**config.mk**
```make
export PLATFORM = sky130hd
export DESIGN_NAME = pidfd_ctrl
export DESIGN_NICKNAME = d
export VERILOG_FILES = /design/src/pidfd_pkg.sv /design/src/pidfd_ctrl.sv
export SDC_FILE = /design/constraint.sdc
export NUM_CORES = 1
export LEC_CHECK = 0
export ABC_AREA = 1
export BUFFER_PORTS_ARGS = -buffer_cell sky130_fd_sc_hd__buf_2
export CAP_MARGIN = 10
export CORE_UTILIZATION = 45
export DETAILED_ROUTE_END_ITERATION = 8
export HOLD_SLACK_MARGIN = 0.03
export PLACE_DENSITY = 0.76
export SYNTH_ARGS = -nofsm -noshare
export SYNTH_HDL_FRONTEND = slang
export SYNTH_SLANG_ARGS = --single-unit
```
**constraint.sdc**
```tcl
create_clock -name clk -period 1.55 [get_ports clk]
set_input_delay 0 -clock clk [delete_from_list [all_inputs] [get_ports clk]]
set_output_delay 0 -clock clk [all_outputs]
set_load 0.005 [all_outputs]
```
**src/pidfd_pkg.sv**
```systemverilog
// Shared types, constants and command codes of the filtered-derivative PID controller.
package pidfd_pkg;

	// Data widths of the Q16.16 datapath.
	localparam int DATA_W   = 32;
	localparam int FRAC_W   = 16;
	localparam int ACC_W    = 48;
	localparam int ALPHA_W  = 17;
	localparam int ERR_W    = DATA_W + 1;
	localparam int DIFF_W   = ERR_W + 1;
	localparam int BOP_W    = DATA_W + 1;
	localparam int HALF_W   = ACC_W / 2;
	localparam int PP_W     = HALF_W + DATA_W;
	localparam int PROD_W   = ACC_W + DATA_W;
	localparam int DVD_W    = DIFF_W + FRAC_W;
	localparam int CNT_W    = $clog2(DVD_W);
	localparam int IDX_W    = 3;
	localparam int IN_W     = 2 * DATA_W;

	// Saturation limits of the accumulator range.
	localparam logic [ACC_W-1:0] ACC_MAX = {1'b0, {(ACC_W-1){1'b1}}};
	localparam logic [ACC_W-1:0] ACC_MIN = {1'b1, {(ACC_W-1){1'b0}}};

	// Unity of the smoothing factor (1.0 in Q1.16).
	localparam logic [ALPHA_W-1:0] ALPHA_ONE = 17'h1_0000;

	// Register reset values.
	localparam logic [DATA_W-1:0]  RST_PROP_GAIN  = 32'h0001_0000;
	localparam logic [DATA_W-1:0]  RST_INTEG_GAIN = 32'd6554;
	localparam logic [DATA_W-1:0]  RST_DERIV_GAIN = 32'd655;
	localparam logic [DATA_W-1:0]  RST_LIMIT_LOW  = 32'hFFF6_0000;
	localparam logic [DATA_W-1:0]  RST_LIMIT_HIGH = 32'h000A_0000;
	localparam logic [DATA_W-1:0]  RST_PERIOD     = 32'd6554;
	localparam logic [ALPHA_W-1:0] RST_ALPHA      = 17'd52429;

	// Register indexes on the configuration port.
	localparam logic [IDX_W-1:0] REG_PROP_GAIN    = 3'd0;
	localparam logic [IDX_W-1:0] REG_INTEG_GAIN   = 3'd1;
	localparam logic [IDX_W-1:0] REG_DERIV_GAIN   = 3'd2;
	localparam logic [IDX_W-1:0] REG_LIMIT_LOW    = 3'd3;
	localparam logic [IDX_W-1:0] REG_LIMIT_HIGH   = 3'd4;
	localparam logic [IDX_W-1:0] REG_PERIOD       = 3'd5;
	localparam logic [IDX_W-1:0] REG_FILTER_ALPHA = 3'd6;

	// Multiplier operations, issued in this order for each item.
	localparam logic [2:0] OP_PROP      = 3'd0;
	localparam logic [2:0] OP_INTEG_ADD = 3'd1;
	localparam logic [2:0] OP_INTEG     = 3'd2;
	localparam logic [2:0] OP_FILT_OLD  = 3'd3;
	localparam logic [2:0] OP_FILT_NEW  = 3'd4;
	localparam logic [2:0] OP_DERIV     = 3'd5;

	// Phases of one multiplication.
	localparam logic [2:0] PH_MAG = 3'd0;
	localparam logic [2:0] PH_LO  = 3'd1;
	localparam logic [2:0] PH_HI  = 3'd2;
	localparam logic [2:0] PH_ADD = 3'd3;
	localparam logic [2:0] PH_WB  = 3'd4;

	// Configuration register bank.
	typedef struct packed {
		logic [DATA_W-1:0]  prop_gain;
		logic [DATA_W-1:0]  integ_gain;
		logic [DATA_W-1:0]  deriv_gain;
		logic [DATA_W-1:0]  limit_low;
		logic [DATA_W-1:0]  limit_high;
		logic [DATA_W-1:0]  sample_period;
		logic [ALPHA_W-1:0] filter_alpha;
	} pidfd_cfg_t;

	// Commands from the controller to the datapath.
	typedef struct packed {
		logic       load;
		logic       clear;
		logic       div_start;
		logic       mul_en;
		logic [2:0] op;
		logic [2:0] ph;
		logic       sum_en;
		logic       emit;
	} pidfd_cmd_t;

	// Status from the datapath to the controller.
	typedef struct packed {
		logic div_done;
	} pidfd_sts_t;

endpackage

```
**src/pidfd_ctrl.sv**
```systemverilog
// Controller state machine sequencing the multiplier operations, divider, sum and output.
module pidfd_ctrl import pidfd_pkg::*; (
	input  logic       clk,
	input  logic       arst_n,
	input  logic       s_tvalid,
	output logic       s_tready,
	input  logic       mode,
	output logic       m_tvalid,
	input  logic       m_tready,
	input  pidfd_sts_t sts,
	output pidfd_cmd_t cmd
);

	localparam logic [2:0] ST_IDLE  = 3'd0;
	localparam logic [2:0] ST_MUL   = 3'd1;
	localparam logic [2:0] ST_WAIT  = 3'd2;
	localparam logic [2:0] ST_SUM   = 3'd3;
	localparam logic [2:0] ST_CLAMP = 3'd4;

	logic [2:0] state_q;
	logic [2:0] op_q;
	logic [2:0] ph_q;
	logic       out_valid_q;
	logic       accept;
	logic       can_emit;

	assign s_tready = (state_q == ST_IDLE);
	assign accept   = s_tvalid && s_tready;
	assign can_emit = (state_q == ST_CLAMP) && (!out_valid_q || m_tready);
	assign m_tvalid = out_valid_q;

	// Commands to the datapath.
	always_comb begin
		cmd.load      = accept && !mode;
		cmd.clear     = accept && mode;
		cmd.div_start = (state_q == ST_MUL) && (op_q == OP_PROP) && (ph_q == PH_MAG);
		cmd.mul_en    = (state_q == ST_MUL);
		cmd.op        = op_q;
		cmd.ph        = ph_q;
		cmd.sum_en    = (state_q == ST_SUM);
		cmd.emit      = can_emit;
	end

	// Sequencer: six multiplications of five phases, waiting on the divider before
	// the raw slope is used.
	always_ff @(posedge clk or negedge arst_n) begin
		if (!arst_n) begin
			state_q <= ST_IDLE;
			op_q    <= OP_PROP;
			ph_q    <= PH_MAG;
		end else begin
			case (state_q)
				ST_IDLE: begin
					if (accept && !mode) begin
						state_q <= ST_MUL;
						op_q    <= OP_PROP;
						ph_q    <= PH_MAG;
					end
				end
				ST_MUL: begin
					if (ph_q == PH_WB) begin
						ph_q <= PH_MAG;
						if (op_q == OP_DERIV) begin
							state_q <= ST_SUM;
						end else begin
							op_q <= op_q + 3'd1;
							if ((op_q == OP_FILT_OLD) && !sts.div_done) begin
								state_q <= ST_WAIT;
							end
						end
					end else begin
						ph_q <= ph_q + 3'd1;
					end
				end
				ST_WAIT: begin
					if (sts.div_done) begin
						state_q <= ST_MUL;
					end
				end
				ST_SUM: begin
					state_q <= ST_CLAMP;
				end
				ST_CLAMP: begin
					if (can_emit) begin
						state_q <= ST_IDLE;
					end
				end
				default: begin
					state_q <= ST_IDLE;
				end
			endcase
		end
	end

	// Output register flag: set when a result is written, cleared when taken.
	always_ff @(posedge clk or negedge arst_n) begin
		if (!arst_n) begin
			out_valid_q <= 1'b0;
		end else if (can_emit) begin
			out_valid_q <= 1'b1;
		end else if (m_tready) begin
			out_valid_q <= 1'b0;
		end
	end

	// The raw slope is never consumed before the divider has finished.
	a_slope_ready: assert property (@(posedge clk) disable iff (!arst_n)
		((state_q == ST_MUL) && (op_q == OP_FILT_NEW) && (ph_q == PH_MAG)) |-> sts.div_done)
		else $error("raw slope used before division finished");

	// A compute transaction always starts the sequence at its first operation.
	a_start_seq: assert property (@(posedge clk) disable iff (!arst_n)
		(s_tvalid && s_tready && !mode) |=>
		((state_q == ST_MUL) && (op_q == OP_PROP) && (ph_q == PH_MAG)))
		else $error("compute transaction did not start the sequence");

	// A clear transaction leaves the controller idle.
	a_clear_idle: assert property (@(posedge clk) disable iff (!arst_n)
		(s_tvalid && s_tready && mode) |=> (state_q == ST_IDLE))
		else $error("clear transaction left the idle state");

endmodule

```
==> metrics.txt <==
status=complete, no violations; Post-Syn Nets=103; iteration-0 DRC count of the detailed router=15; Max Freq=704.5 MHz; diode count=0; worst-path fanout max=6; post-CTS resize count=0; Leak Pwr=around 0.51 nW; DRT Pass-1 Iters=4; root buf cell=clkbuf_4; Die Wd=40.93 µm; gp weighted congestion=~0.8; number of synthesized flops with an enable pin=0; Seq/Total Area, Yosys=0.3670; I/O Buffers=19; fin cells=131; largest net degree at the start of global routing=11; Worst path max stage delay=0.45 ns; dpl hpwl=1.077 mm; average wire per standard cell=10.37 µm; Arr. time, crit path=between 1 and 1.5 ns; Worst setup EP type=output pin; RSZ-0062 raised after global routing=no; largest area contributor in the netlist=dfrtp_1; full die area=1675 µm²; drt via density=4.901; syn_area_per_cell=7.493 µm²; die height=40.93 µm; Final setup violation count=0; antenna-violating nets left=0; Worst path slowest cell=dfrtp_1; predominant post-synthesis flop cell=dfrtp_1; yosys warns=0; Longest Clk Path Bufs=2; synth unique cells=20; area of the mapped netlist=681.9 µm²; Fin. Hold Viols=0; Synth top area share=0.3670; most frequent cells in the layout=nand2_1, buf_2, inv_1; Worst VDD drop=0.0009762 V; setup TNS=0 ns; relative slew slack=0.8375; CTS H-tree depth=1; Worst setup startpoint=state_q[2]$_DFFE_PN0P_; dominant cells by area after synthesis=dfrtp_1, nand2_1, ha_1; worst skew pair latency=approximately 0.27 ns; final period utilization=0.9158; number of global-route vias before repair=535; num rows=13; IO Pins=20; PD cells=roughly 1800 nW/µm²; crit path time final=between 1 and 1.5 ns; final WL=1.358 mm; Worst Skew=0.005239 ns; Setup Fix Bufs, Post-CTS=0; Layout fillers=130; GRT overflow=0; WS Path Type=flop to output pin; Max-Cap Viols=0; Hold Path Class=input port to async pin; Post-synth ARST share=1.000; Area Growth Syn to Fin=25.32%; initial core utilization=0.5051; gr usage total=0.1946; share of layout cells above drive strength 1=0.2759; placed cells=124; number of remaining DRC errors=0; worst slew pin tran=0.2437 ns; Slew Viols, Final=0; clock buffer count from CTS=3; Synth Register Bits=10; CP required=1.55 ns; first-pass GRT wire length=between 2 and 2.5 mm; clock sinks=10; Worst Setup Start Kind=flop; CP cell instances=nor2_4, nand2_4, clkinv_2, nand3_1, nor3_1, buf_2; Core ar.=1350 µm²; Final #Nets=129; initial antenna violation count=0; most common cell after layout, fill and taps aside=nand2_1; R2R Path Start=ph_q[0]$_DFFE_PN0P_; Clock Pin Slew Worst Setup and Hold Paths=0.07 ns; Gate Count Post-Synth=just over 90; CTS tree=done; vias=approximately 640
==> synthesized netlist by cell type, types with 2 or more instances <==
cell	n
nor2_1	11
dfrtp_1	10
inv_1	12
nand2_1	26
a21oi_1	2
ha_1	6
nand3_1	8
o21ai_1	2
nor2_4	2
inv_2	2
==> path summary, 6_finish.rpt <==
| kind | slack [ns] | cells past startpoint | end |
|---|---|---|---|
| worst min register to register | 0.54 | 2 | op_q[1]$_DFFE_PN0P_ |
| worst min-delay path | 0.12 | 2 | state_q[1]$_DFFE_PN0P_ |
| worst max register to register | 0.17 | 9 | op_q[2]$_DFFE_PN0P_ |
| min in group clk | 0.15 | 4 | ph_q[0]$_DFFE_PN0P_ |
| max in group asynchronous | 1.22 | 2 | ph_q[1]$_DFFE_PN0P_ |
| worst max-delay path | 0.13 | 6 | cmd[9] |
==> routing by layer <==
layer / share of wire / vias up / track usage
li1: - / 334 / -
met1: 0.46 / 278 / 0.2333
met2: 0.46 / 24 / 0.3047
met3: 0.047 / 6 / 0.04891
met4: 0.027 / 0 / 0.1250
met5: 0 / - / 0
==> worst max-delay path: cells and delay by family (launching register included) <==
family | cells | cell delay (ns)
and+or+nand+nor | 4 | 0.48
buffers and inverters | 2 | 0.24
DFF | 1 | 0.45
==> power by group <==
group,total (mW),switching (mW),internal (mW)
clock network,0.239,0.0959,0.143
registers,0.440,0.0917,0.348
logic,0.848,0.521,0.327
total,1.53,0.709,0.818
==> timing repair <==
action	CTS	global route
setup endpoints to repair	0	0
hold buffers	3	0
hold endpoints to repair	12	0
==> logic make-up (layout without fill, tap and decap cells) <==
kind of cell	Yosys count	in the layout	share of synthesized area
adders and majority gates	6	6	0.1101
buffers and inverters	16	41	0.09541
and+or+nand+nor	52	52	0.3688
AOI/OAI and AO/OA	7	7	0.05872
DFF	10	10	0.3670
==> state kept, by name, indices dropped and copies added, names as in the netlist <==
name      count
m_tvalid      1
op_q          3
ph_q          3
state_q       3
==> through the flow <==
| stage | utilization | power [mW] | setup WS, ns | instance area [µm²] | hold WS, ns |
|---|---|---|---|---|---|
| floorplan | - | 1.063 | 0.2439 | 681.9 | -0.2956 |
| global placement | 0.5839 | 1.276 | 0.2081 | 788.3 | -0.1261 |
| detailed placement | 0.5839 | 1.296 | 0.1723 | 788.3 | -0.1174 |
| CTS | 0.6330 | 1.550 | 0.1118 | 854.6 | 0.1308 |
| global route | 0.6330 | 1.709 | 0.003470 | 854.6 | 0.1567 |
| finish | 0.6330 | 1.527 | 0.1305 | 854.6 | 0.1230 |
==> area by class of cell <==
| cell class | instances | area [µm²] | area share |
|---|---|---|---|
| well taps | 15 | 18.77 | 0.02196 |
| repair buffers | 22 | 125.1 | 0.1464 |
| clock buffers | 4 | 36.28 | 0.04246 |
| flip-flops and latches | 10 | 250.2 | 0.2928 |
| multi-input cells | 65 | 366.6 | 0.4290 |
| inverters | 15 | 57.56 | 0.06735 |
Note: power is estimated with default switching activity, not from simulation.
